<file path="config.mk">
export PLATFORM = sky130hd
export DESIGN_NAME = frame_deadline_pacer_flat
export DESIGN_NICKNAME = d
export VERILOG_FILES = /design/src/sv/fdp_pkg.sv /design/src/sv/fdp_if.sv /design/src/sv/fdp_div.sv /design/src/sv/fdp_dp.sv /design/src/sv/fdp_ctrl.sv /design/src/sv/frame_deadline_pacer.sv /design/src/flat_wrapper.sv
export SDC_FILE = /design/constraint.sdc
export NUM_CORES = 2
export LEC_CHECK = 0
export ABC_AREA = 1
export BUFFER_PORTS_ARGS = -buffer_cell sky130_fd_sc_hd__buf_2
export CAP_MARGIN = 20
export CORE_ASPECT_RATIO = 0.5
export CORE_UTILIZATION = 64
export CTS_CLUSTER_SIZE = 24
export DETAILED_ROUTE_END_ITERATION = 12
export PLACE_DENSITY_LB_ADDON = 0.25
export SYNTH_ARGS = -nofsm -noshare
export SYNTH_HDL_FRONTEND = slang
export SYNTH_SLANG_ARGS = --single-unit
</file>
<file path="constraint.sdc">
create_clock -name clk_i -period 8.3 [get_ports clk_i]
set_clock_uncertainty 0.05 [all_clocks]
set_input_delay 1.66 -clock clk_i [delete_from_list [all_inputs] [get_ports clk_i]]
set_output_delay 1.66 -clock clk_i [all_outputs]
set_load 0.02 [all_outputs]
</file>
<file path="src/sv/fdp_pkg.sv">
// ----------------------------------------------------------------------------
// fdp_pkg
// shared widths, types and controller codes for the frame deadline pacer
// ----------------------------------------------------------------------------
package fdp_pkg;

  // fraction bits of the unsigned fixed-point schedule values
  localparam int unsigned FRACTION_BITS = 16;

  localparam int unsigned FX_W   = 64;
  localparam int unsigned TS_W   = 48;
  localparam int unsigned RATE_W = 20;
  localparam int unsigned TICK_W = 32;
  localparam int unsigned PROD_W = TICK_W + RATE_W;
  localparam int unsigned CUR_W  = TS_W + FRACTION_BITS;

  // the shared divider must hold both the scaled product and a 64-bit lateness
  localparam int unsigned DVD_W  = (PROD_W + FRACTION_BITS > FX_W) ?
                                   PROD_W + FRACTION_BITS : FX_W;
  localparam int unsigned CNT_W  = $clog2(DVD_W);

  typedef logic [FX_W-1:0]   fx_t;
  typedef logic [FX_W:0]     fxc_t;
  typedef logic [TS_W-1:0]   ts_t;
  typedef logic [RATE_W-1:0] rate_t;
  typedef logic [TICK_W-1:0] tick_t;
  typedef logic [PROD_W-1:0] prod_t;
  typedef logic [CUR_W-1:0]  cur_t;
  typedef logic [DVD_W-1:0]  dvd_t;
  typedef logic [CNT_W-1:0]  cnt_t;

  localparam fx_t FX_MAX = '1;
  localparam ts_t TS_MAX = '1;

  typedef enum logic [2:0] {
    ST_IDLE,
    ST_PREP,
    ST_DIV1,
    ST_PER,
    ST_EVAL,
    ST_DIV2,
    ST_ALIGN,
    ST_PUSH
  } fdp_state_e;

  // controller to datapath
  typedef struct packed {
    logic load;
    logic prep;
    logic per;
    logic eval;
    logic align;
    logic push;
  } fdp_cmd_t;

  // datapath to controller
  typedef struct packed {
    logic disabled;
    logic div_busy;
    logic go_div2;
    logic out_free;
  } fdp_sts_t;

endpackage

</file>
<file path="src/sv/fdp_if.sv">
// ----------------------------------------------------------------------------
// fdp_if
// valid/ready channels for pacer requests and results
// ----------------------------------------------------------------------------
interface fdp_req_if;
  logic                 valid;
  logic                 ready;
  fdp_pkg::ts_t         now_ticks;
  fdp_pkg::rate_t       rate_num;
  fdp_pkg::rate_t       rate_den;
  logic                 align_after_miss;

  modport source (
    output valid, now_ticks, rate_num, rate_den, align_after_miss,
    input  ready
  );
  modport sink (
    input  valid, now_ticks, rate_num, rate_den, align_after_miss,
    output ready
  );
endinterface

interface fdp_res_if;
  logic                 valid;
  logic                 ready;
  logic                 has_deadline;
  fdp_pkg::ts_t         deadline_ticks;

  modport source (
    output valid, has_deadline, deadline_ticks,
    input  ready
  );
  modport sink (
    input  valid, has_deadline, deadline_ticks,
    output ready
  );
endinterface

</file>
<file path="src/sv/fdp_div.sv">
// ----------------------------------------------------------------------------
// fdp_div
// restoring divider, one quotient bit per cycle
// ----------------------------------------------------------------------------
module fdp_div (
  input  logic           clk_i,
  input  logic           rst_ni,
  input  logic           start_i,
  input  fdp_pkg::dvd_t  dividend_i,
  input  fdp_pkg::fx_t   divisor_i,
  output logic           busy_o,
  output fdp_pkg::dvd_t  quotient_o,
  output fdp_pkg::fx_t   remainder_o
);

  logic          busy_q;
  fdp_pkg::cnt_t cnt_q;
  fdp_pkg::dvd_t quo_q, quo_d;
  fdp_pkg::fx_t  rem_q, rem_d;
  fdp_pkg::fx_t  dvs_q;
  fdp_pkg::fxc_t rem_sh, rem_sub;
  logic          ge;

  always_comb begin
    rem_sh  = {rem_q, quo_q[fdp_pkg::DVD_W-1]};
    ge      = rem_sh >= {1'b0, dvs_q};
    rem_sub = rem_sh - {1'b0, dvs_q};
    rem_d   = ge ? rem_sub[fdp_pkg::FX_W-1:0] : rem_sh[fdp_pkg::FX_W-1:0];
    quo_d   = {quo_q[fdp_pkg::DVD_W-2:0], ge};
  end

  always_ff @(posedge clk_i or negedge rst_ni) begin
    if (!rst_ni) begin
      busy_q <= 1'b0;
      cnt_q  <= '0;
    end else if (start_i) begin
      busy_q <= 1'b1;
      cnt_q  <= fdp_pkg::cnt_t'(fdp_pkg::DVD_W - 1);
    end else if (busy_q) begin
      if (cnt_q == '0) begin
        busy_q <= 1'b0;
      end else begin
        cnt_q <= cnt_q - 1'b1;
      end
    end
  end

  always_ff @(posedge clk_i) begin
    if (start_i) begin
      quo_q <= dividend_i;
      rem_q <= '0;
      dvs_q <= divisor_i;
    end else if (busy_q) begin
      quo_q <= quo_d;
      rem_q <= rem_d;
    end
  end

  assign busy_o      = busy_q;
  assign quotient_o  = quo_q;
  assign remainder_o = rem_q;

endmodule

</file>
<file path="src/sv/fdp_dp.sv">
// ----------------------------------------------------------------------------
// fdp_dp
// schedule state, period and deadline arithmetic, result register
// ----------------------------------------------------------------------------
module fdp_dp (
  input  logic               clk_i,
  input  logic               rst_ni,
  input  logic               cfg_we_i,
  input  fdp_pkg::tick_t     cfg_wdata_i,
  input  fdp_pkg::fdp_cmd_t  cmd_i,
  output fdp_pkg::fdp_sts_t  sts_o,
  input  fdp_pkg::ts_t       now_ticks_i,
  input  fdp_pkg::rate_t     rate_num_i,
  input  fdp_pkg::rate_t     rate_den_i,
  input  logic               align_after_miss_i,
  output logic               res_valid_o,
  input  logic               res_ready_i,
  output logic               res_has_deadline_o,
  output fdp_pkg::ts_t       res_deadline_ticks_o
);

  // schedule state
  fdp_pkg::tick_t tick_rate_q;
  fdp_pkg::fx_t   nd_q;
  fdp_pkg::rate_t last_num_q, last_den_q;

  // per-transaction working registers
  fdp_pkg::rate_t num_q, den_q;
  logic           align_q;
  fdp_pkg::prod_t prod_q;
  fdp_pkg::fx_t   cur_q, period_q;
  logic           res_has_q;
  fdp_pkg::ts_t   res_dl_q;

  // output register
  logic           out_valid_q;
  logic           out_has_q;
  fdp_pkg::ts_t   out_dl_q;

  fdp_pkg::cur_t  cur_full;
  fdp_pkg::fx_t   cur_d, per_raw, period_d, p4;
  fdp_pkg::fxc_t  back_sum, rst_sum, adv_sum, al_sum, dl_sum;
  fdp_pkg::fx_t   back_lhs, rst_nd, adv_nd, al_nd;
  fdp_pkg::ts_t   dl_val;
  logic           disabled, missed, back, restart, go_div2, out_free;

  logic           div_start, div_busy;
  fdp_pkg::dvd_t  div_dividend, div_quo;
  fdp_pkg::fx_t   div_divisor, div_rem;

  always_comb begin
    // timestamp into fixed point, saturated
    cur_full = fdp_pkg::cur_t'(now_ticks_i) << fdp_pkg::FRACTION_BITS;
    cur_d    = ((cur_full >> fdp_pkg::FX_W) != '0) ? fdp_pkg::FX_MAX
                                                   : fdp_pkg::fx_t'(cur_full);

    // period from quotient, saturated, never zero
    per_raw  = ((div_quo >> fdp_pkg::FX_W) != '0) ? fdp_pkg::FX_MAX
                                                  : fdp_pkg::fx_t'(div_quo);
    period_d = (per_raw == '0) ? fdp_pkg::fx_t'(1) : per_raw;

    disabled = (tick_rate_q == '0) || (num_q == '0) || (den_q == '0);

    p4       = (period_q[fdp_pkg::FX_W-1 -: 2] != 2'b00) ? fdp_pkg::FX_MAX
                                                         : period_q << 2;
    back_sum = fdp_pkg::fxc_t'(cur_q) + fdp_pkg::fxc_t'(p4);
    back_lhs = back_sum[fdp_pkg::FX_W] ? fdp_pkg::FX_MAX : back_sum[fdp_pkg::FX_W-1:0];
    back     = back_lhs < nd_q;
    missed   = cur_q > nd_q;
    restart  = (num_q != last_num_q) || (den_q != last_den_q) || (nd_q == '0) ||
               back || (missed && !align_q);
    go_div2  = !restart && missed;

    rst_sum  = fdp_pkg::fxc_t'(cur_q) + fdp_pkg::fxc_t'(period_q);
    rst_nd   = rst_sum[fdp_pkg::FX_W] ? fdp_pkg::FX_MAX : rst_sum[fdp_pkg::FX_W-1:0];
    adv_sum  = fdp_pkg::fxc_t'(nd_q) + fdp_pkg::fxc_t'(period_q);
    adv_nd   = adv_sum[fdp_pkg::FX_W] ? fdp_pkg::FX_MAX : adv_sum[fdp_pkg::FX_W-1:0];

    // skipping whole periods lands on cur - (late mod period) + period
    al_sum   = fdp_pkg::fxc_t'(cur_q - div_rem) + fdp_pkg::fxc_t'(period_q);
    al_nd    = al_sum[fdp_pkg::FX_W] ? fdp_pkg::FX_MAX : al_sum[fdp_pkg::FX_W-1:0];

    // round half up to a whole tick
    dl_sum   = fdp_pkg::fxc_t'(nd_q >> fdp_pkg::FRACTION_BITS) +
               fdp_pkg::fxc_t'(nd_q[fdp_pkg::FRACTION_BITS-1]);
    dl_val   = (dl_sum > fdp_pkg::fxc_t'(fdp_pkg::TS_MAX)) ? fdp_pkg::TS_MAX
                                                           : fdp_pkg::ts_t'(dl_sum);

    out_free = !out_valid_q || res_ready_i;

    div_start    = (cmd_i.prep && !disabled) || (cmd_i.eval && go_div2);
    div_dividend = cmd_i.prep ? (fdp_pkg::dvd_t'(prod_q) << fdp_pkg::FRACTION_BITS)
                              : fdp_pkg::dvd_t'(cur_q - nd_q);
    div_divisor  = cmd_i.prep ? fdp_pkg::fx_t'(num_q) : period_q;
  end

  fdp_div u_div (
    .clk_i       (clk_i),
    .rst_ni      (rst_ni),
    .start_i     (div_start),
    .dividend_i  (div_dividend),
    .divisor_i   (div_divisor),
    .busy_o      (div_busy),
    .quotient_o  (div_quo),
    .remainder_o (div_rem)
  );

  always_ff @(posedge clk_i or negedge rst_ni) begin
    if (!rst_ni) begin
      tick_rate_q <= '0;
      nd_q        <= '0;
      last_num_q  <= '0;
      last_den_q  <= '0;
      out_valid_q <= 1'b0;
    end else begin
      if (cfg_we_i) begin
        tick_rate_q <= cfg_wdata_i;
        nd_q        <= '0;
        last_num_q  <= '0;
        last_den_q  <= '0;
      end else if (cmd_i.prep && disabled) begin
        nd_q        <= '0;
        last_num_q  <= '0;
        last_den_q  <= '0;
      end else if (cmd_i.eval && restart) begin
        nd_q        <= rst_nd;
        last_num_q  <= num_q;
        last_den_q  <= den_q;
      end else if (cmd_i.eval && !missed) begin
        nd_q        <= adv_nd;
      end else if (cmd_i.align) begin
        nd_q        <= al_nd;
      end

      if (cmd_i.push && out_free) begin
        out_valid_q <= 1'b1;
      end else if (res_ready_i) begin
        out_valid_q <= 1'b0;
      end
    end
  end

  always_ff @(posedge clk_i) begin
    if (cmd_i.load) begin
      num_q   <= rate_num_i;
      den_q   <= rate_den_i;
      align_q <= align_after_miss_i;
      prod_q  <= fdp_pkg::prod_t'(tick_rate_q) * fdp_pkg::prod_t'(rate_den_i);
      cur_q   <= cur_d;
    end
    if (cmd_i.per) begin
      period_q <= period_d;
    end
    if (cmd_i.prep || cmd_i.eval || cmd_i.align) begin
      res_has_q <= cmd_i.eval && !restart && !missed;
      res_dl_q  <= (cmd_i.eval && !restart && !missed) ? dl_val : '0;
    end
    if (cmd_i.push && out_free) begin
      out_has_q <= res_has_q;
      out_dl_q  <= res_dl_q;
    end
  end

  assign sts_o.disabled = disabled;
  assign sts_o.div_busy = div_busy;
  assign sts_o.go_div2  = go_div2;
  assign sts_o.out_free = out_free;

  assign res_valid_o          = out_valid_q;
  assign res_has_deadline_o   = out_has_q;
  assign res_deadline_ticks_o = out_dl_q;

endmodule

</file>
<file path="src/sv/fdp_ctrl.sv">
// ----------------------------------------------------------------------------
// fdp_ctrl
// sequencer for one pacer transaction at a time
// ----------------------------------------------------------------------------
module fdp_ctrl (
  input  logic               clk_i,
  input  logic               rst_ni,
  input  logic               in_valid_i,
  output logic               in_ready_o,
  input  fdp_pkg::fdp_sts_t  sts_i,
  output fdp_pkg::fdp_cmd_t  cmd_o
);

  fdp_pkg::fdp_state_e state_q, state_d;

  always_ff @(posedge clk_i or negedge rst_ni) begin
    if (!rst_ni) begin
      state_q <= fdp_pkg::ST_IDLE;
    end else begin
      state_q <= state_d;
    end
  end

  always_comb begin
    state_d    = state_q;
    in_ready_o = 1'b0;
    cmd_o      = '0;
    unique case (state_q)
      fdp_pkg::ST_IDLE: begin
        in_ready_o = 1'b1;
        cmd_o.load = in_valid_i;
        if (in_valid_i) begin
          state_d = fdp_pkg::ST_PREP;
        end
      end
      fdp_pkg::ST_PREP: begin
        cmd_o.prep = 1'b1;
        state_d    = sts_i.disabled ? fdp_pkg::ST_PUSH : fdp_pkg::ST_DIV1;
      end
      fdp_pkg::ST_DIV1: begin
        if (!sts_i.div_busy) begin
          state_d = fdp_pkg::ST_PER;
        end
      end
      fdp_pkg::ST_PER: begin
        cmd_o.per = 1'b1;
        state_d   = fdp_pkg::ST_EVAL;
      end
      fdp_pkg::ST_EVAL: begin
        cmd_o.eval = 1'b1;
        state_d    = sts_i.go_div2 ? fdp_pkg::ST_DIV2 : fdp_pkg::ST_PUSH;
      end
      fdp_pkg::ST_DIV2: begin
        if (!sts_i.div_busy) begin
          state_d = fdp_pkg::ST_ALIGN;
        end
      end
      fdp_pkg::ST_ALIGN: begin
        cmd_o.align = 1'b1;
        state_d     = fdp_pkg::ST_PUSH;
      end
      fdp_pkg::ST_PUSH: begin
        cmd_o.push = 1'b1;
        if (sts_i.out_free) begin
          state_d = fdp_pkg::ST_IDLE;
        end
      end
      default: begin
        state_d = fdp_pkg::ST_IDLE;
      end
    endcase
  end

endmodule

</file>
<file path="src/sv/frame_deadline_pacer.sv">
// sequence: a request is loaded in idle, then walks prep, the period division, evaluate and
//   push; a re-aligned miss adds the lateness division and align; disabled goes prep to push
// flow: one request at a time, taken only in idle; the shared radix-2 divider works out a
//   68-bit quotient for the period and another for the lateness remainder; a held result
//   stalls the sequencer in push
// reset: asynchronous active low; tick rate and schedule state clear, no result pending
// ----------------------------------------------------------------------------
// frame_deadline_pacer
// frame-rate limiter: turns timestamped rate requests into wait deadlines
// ----------------------------------------------------------------------------
module frame_deadline_pacer (
  input  logic            clk_i,
  input  logic            rst_ni,
  input  logic            cfg_we_i,
  input  fdp_pkg::tick_t  cfg_wdata_i,
  fdp_req_if.sink         req_i,
  fdp_res_if.source       res_o
);

  // command and status between the sequencer and the datapath
  fdp_pkg::fdp_cmd_t cmd;
  fdp_pkg::fdp_sts_t sts;

  // the sequencer takes a request transaction only from idle, then walks
  // prep -> period division -> evaluate -> (lateness division -> align) -> push
  fdp_ctrl u_ctrl (
    .clk_i      (clk_i),
    .rst_ni     (rst_ni),
    .in_valid_i (req_i.valid),
    .in_ready_o (req_i.ready),
    .sts_i      (sts),
    .cmd_o      (cmd)
  );

  // datapath holds the tick rate, the Q48.16 next deadline and the last rate;
  // the result register lets a new request in while a result still waits
  fdp_dp u_dp (
    .clk_i                (clk_i),
    .rst_ni               (rst_ni),
    .cfg_we_i             (cfg_we_i),
    .cfg_wdata_i          (cfg_wdata_i),
    .cmd_i                (cmd),
    .sts_o                (sts),
    .now_ticks_i          (req_i.now_ticks),
    .rate_num_i           (req_i.rate_num),
    .rate_den_i           (req_i.rate_den),
    .align_after_miss_i   (req_i.align_after_miss),
    .res_valid_o          (res_o.valid),
    .res_ready_i          (res_o.ready),
    .res_has_deadline_o   (res_o.has_deadline),
    .res_deadline_ticks_o (res_o.deadline_ticks)
  );

  // only one request in flight at a time
  assert property (@(posedge clk_i) disable iff (!rst_ni)
    req_i.valid && req_i.ready |=> !req_i.ready)
    else $error("request taken while another is in flight");

  // a push into a free result slot must show up as a valid result
  assert property (@(posedge clk_i) disable iff (!rst_ni)
    cmd.push && sts.out_free |=> res_o.valid)
    else $error("pushed result not presented");

  // a result without a deadline carries a zero deadline
  assert property (@(posedge clk_i) disable iff (!rst_ni)
    res_o.valid && !res_o.has_deadline |-> res_o.deadline_ticks == '0)
    else $error("deadline ticks nonzero without deadline");

  // the sequencer issues at most one command a cycle
  assert property (@(posedge clk_i) disable iff (!rst_ni) $onehot0(cmd))
    else $error("more than one datapath command at once");

endmodule

</file>
<file path="src/flat_wrapper.sv">
// flat-port wrapper written by rule: the top's interface ports become plain ports
module frame_deadline_pacer_flat 
  (clk_i, rst_ni, cfg_we_i, cfg_wdata_i, req_i_valid, req_i_now_ticks, req_i_rate_num, req_i_rate_den, req_i_align_after_miss, req_i_ready, res_o_valid, res_o_has_deadline, res_o_deadline_ticks, res_o_ready);
  fdp_req_if req_i_i ();
  fdp_res_if res_o_i ();
  input  logic clk_i;
  input  logic rst_ni;
  input  logic cfg_we_i;
  input  fdp_pkg::tick_t cfg_wdata_i;
  input wire logic [$bits(req_i_i.valid)-1:0] req_i_valid;
  input wire logic [$bits(req_i_i.now_ticks)-1:0] req_i_now_ticks;
  input wire logic [$bits(req_i_i.rate_num)-1:0] req_i_rate_num;
  input wire logic [$bits(req_i_i.rate_den)-1:0] req_i_rate_den;
  input wire logic [$bits(req_i_i.align_after_miss)-1:0] req_i_align_after_miss;
  output wire logic [$bits(req_i_i.ready)-1:0] req_i_ready;
  output wire logic [$bits(res_o_i.valid)-1:0] res_o_valid;
  output wire logic [$bits(res_o_i.has_deadline)-1:0] res_o_has_deadline;
  output wire logic [$bits(res_o_i.deadline_ticks)-1:0] res_o_deadline_ticks;
  input wire logic [$bits(res_o_i.ready)-1:0] res_o_ready;
  assign req_i_i.valid = req_i_valid;
  assign req_i_i.now_ticks = req_i_now_ticks;
  assign req_i_i.rate_num = req_i_rate_num;
  assign req_i_i.rate_den = req_i_rate_den;
  assign req_i_i.align_after_miss = req_i_align_after_miss;
  assign req_i_ready = req_i_i.ready;
  assign res_o_valid = res_o_i.valid;
  assign res_o_has_deadline = res_o_i.has_deadline;
  assign res_o_deadline_ticks = res_o_i.deadline_ticks;
  assign res_o_i.ready = res_o_ready;
  frame_deadline_pacer u_core (.clk_i(clk_i), .rst_ni(rst_ni), .cfg_we_i(cfg_we_i), .cfg_wdata_i(cfg_wdata_i), .req_i(req_i_i), .res_o(res_o_i));
endmodule
</file>
==> Flow_metrics.wiki <==
{| class="wikitable"
! Metric !! Value
|-
| Outcome || finished, final reports clean
|-
| Clock insertion delay at the later pin of the skew report || 0.72 ns
|-
| Final setup violating endpoints || 0
|-
| Worst endpoint required time || 8.70 ns
|-
| Setup repair after global routing missed its margin || false
|-
| Remaining max-slew budget at the tightest pin || 0.151
|-
| Placed wire-length estimate after detailed placement || 227000 um
|-
| Drt drc || 0
|-
| Most frequent standard cell in the layout excluding fill and tap cells || nand2_1
|-
| Crit path max fanout || 13
|-
| Mapped Cells || 9771
|-
| Fillcell total || 9166
|-
| Net count after synthesis || 11100
|-
| Number of placement rows || 87
|-
| Kind of path behind the tightest hold check || reg2reg
|-
| Maximum achievable frequency || 126 MHz
|-
| Critical Path Source Type || input port
|-
| Sum of routed wire length over all layers || 280000 um
|-
| Synth Cell Area || 73900 um2
|-
| Full die area || 117000 um2
|-
| Wire length of the first global-routing pass || 412000 um
|-
| Clock root buffer || clkbuf_16
|-
| Synth async-reset ratio || 0.229
|-
| CTS clk-pin slew, worst paths || 0.07 ns
|-
| Non-Filler Instances || 11500
|-
| Hold Vio Cnt, Final || 0
|-
| Sink Count || 647
|-
| Transition time of the tightest slew-check pin || 1.27 ns
|-
| Most frequent cells in the layout || nand2_1, inv_1, a21oi_1
|-
| Average cell area after synthesis || 7.56 um2
|-
| Depth of the CTS H-tree || 2
|-
| Number of distinct standard cells referenced by the synthesized netlist || 78
|-
| Hold Path Cell Cnt || 0
|-
| Number of enable-type register cells in the synthesized netlist || 435
|-
| Count of buffers from port buffering || 176
|-
| FF+latch area || 18000 um2
|-
| Fin. max-slew vios || 0
|-
| Core area || 114000 um2
|-
| Worst flop-to-flop path startpoint || u_core.u_dp.period_q[62]
|-
| Clock tree from TritonCTS || built
|-
| Worst Reg-to-Reg Cells || 41
|-
| Number of cells in the design after placement || 11400
|-
| Crit. End Element || register
|-
| TritonCTS Buffers || 61
|-
| Total setup buffers inserted after CTS || 0
|-
| Crit Path Category || in2reg
|-
| Routed vias/inst || 6.24
|-
| Total global routing track utilization || 0.470
|-
| Most used DFF post-synth || edfxtp_1
|-
| Worst Hold End || u_core.u_dp.res_deadline_ticks_o[38]
|-
| Grt total ovfl || 0
|-
| Routability-driven placement congestion ratio || 1.13
|-
| Number of storage elements in the synthesis netlist || 647
|-
| Fin nets || 11300
|-
| Fin crit share || 0.952
|-
| Internal reg-to-reg setup slack || 0.42 ns
|-
| Endpoint of the worst-slack reg-to-reg timing path || u_core.u_dp.last_den_q[11]
|-
| Total area of multi-input combinational cells || 47300 um2
|-
| Total Neg Setup Slack || 0 ns
|-
| Worst Min Path Start || u_core.u_dp.res_dl_q[38]
|-
| Final worst path period need || 7.91 ns
|-
| Pin count of the biggest net entering global routing || 145
|-
| Area added between synthesis and finish || 7.98%
|-
| Initial antenna violation count || 14
|-
| Number of violations reported at the end of detailed-routing iteration 0 || 9537
|-
| Number of buffers on the longest clock path || 3
|-
| Layout cells sized above 1 || 0.0741
|-
| Worst EP arrival || 8.31 ns
|-
| Sequential area share after synthesis || 0.244
|-
| Antenna-violating nets left || 0
|-
| Chip Width || 482 um
|-
| Final-layout worst hold slack || 0.364 ns
|-
| Synth Warn # || 0
|-
| Starting utilization of the core area || 0.651
|-
| Count of vias placed by the detailed router || 71900
|-
| Via count of the first global-routing pass || 68400
|-
| Number of search-and-repair iterations in the first detailed-routing pass || 9
|-
| Maxcap violations || 0
|-
| I/O pin cnt || 177
|-
| Average wire per cell in the routed design || 24.3 um
|-
| Die Span Y || 242 um
|}
## cell type report
type                       count  area share
antenna                       15    0.000471
inverter                    1937      0.0912
sequential                   647       0.226
tap                         1513      0.0237
timing repair buffer         430      0.0387
clock inverter                38     0.00582
multi-input combinational   6877       0.593
clock buffer                  76      0.0211
## logic make-up after synthesis
| logic type | after synthesis | synth area share |
|---|---|---|
| adders and majority gates | 1170 | 0.258 |
| DFF | 647 | 0.244 |
| muxes | 33 | 0.00501 |
| and+or+nand+nor | 3665 | 0.208 |
| buffers and inverters | 2247 | 0.117 |
| xor gates and xnor gates | 294 | 0.0350 |
| AOI/OAI and AO/OA | 1715 | 0.132 |
## per-layer routing
layer  global-route usage  vias to the layer above  wire length (um)
met4                0.174                       18             12600
li1                     -                    31900                 -
met1                0.635                    33900            107000
met2                0.662                     5179            113000
met3                0.208                      965             46600
met5              0.00940                        -               705
## sequential cells by signal (all words and copies together), names as in the netlist, 52 cells and up
| name | cells |
|---|---|
| u_core.u_dp.nd_q | 64 |
| u_core.u_dp.period_q | 64 |
| u_core.u_dp.prod_q | 52 |
| u_core.u_dp.u_div.dvs_q | 64 |
| u_core.u_dp.u_div.quotient_o | 68 |
| u_core.u_dp.u_div.remainder_o | 64 |
## critical path, stage by stage
cell and delay, ns:
buf_2 0.28, buf_4 0.27, nand2_1 0.09, fa_1 0.53
inv_1 0.06, fa_1 0.53, inv_1 0.05, fa_1 0.52
inv_1 0.07, fa_1 0.55, fa_1 0.44, fa_1 0.50
inv_1 0.06, fa_1 0.47, inv_1 0.04, ha_1 0.37
nand2_1 0.09, nor2_1 0.15, nand2_1 0.10, o211ai_1 0.18
a21oi_1 0.12, o31ai_1 0.62, nand2_1 0.15, nand2_1 0.14
a31oi_1 0.11, xnor2_1 0.14
## what timing repair did
item                       CTS  global route
hold buffers                 0             0
setup endpoints to repair    0           320
resized for setup            0             1
## stage by stage
| stage | utilization | cell area [um2] | setup WS [ns] |
|---|---|---|---|
| floorplan | - | 73900 | 0.104 |
| global placement | 0.682 | 77500 | 0.00687 |
| detailed placement | 0.682 | 77500 | -0.194 |
| CTS | 0.701 | 79600 | 0.495 |
| global route | 0.702 | 79700 | 0.0245 |
| finish | 0.702 | 79700 | 0.395 |
## cells in the mapped netlist, drive strengths merged (146+ instances only)
cell type,number,area share
dfrtp,148,0.050
a21oi,788,0.054
o21ai,463,0.032
fa,589,0.16
xor2,183,0.022
nor2,709,0.037
ha,581,0.098
nand2,2182,0.11
inv,1936,0.098
a31oi,154,0.013
edfxtp,435,0.18
nand4,146,0.012
clkbuf,202,0.010
nand3,361,0.025
## how the worst max path moves through the flow
stage | startpoint | to | slack [ns] | cells past startpoint
floorplan | req_i_valid | u_core.u_dp.align_q | 0.10 | 2
global placement | req_i_rate_den[5] | u_core.u_dp.prod_q[49] | 0.007 | 28
detailed placement | req_i_rate_den[6] | u_core.u_dp.prod_q[51] | -0.19 | 28
CTS | req_i_rate_den[6] | u_core.u_dp.prod_q[44] | 0.50 | 26
global route | u_core.u_dp.period_q[63] | u_core.u_dp.last_den_q[11] | 0.02 | 41
finish | req_i_rate_den[6] | u_core.u_dp.prod_q[44] | 0.39 | 26
Power is not shown: default switching activity piles up to over one toggle a cycle in this logic, so the estimate is an artifact.
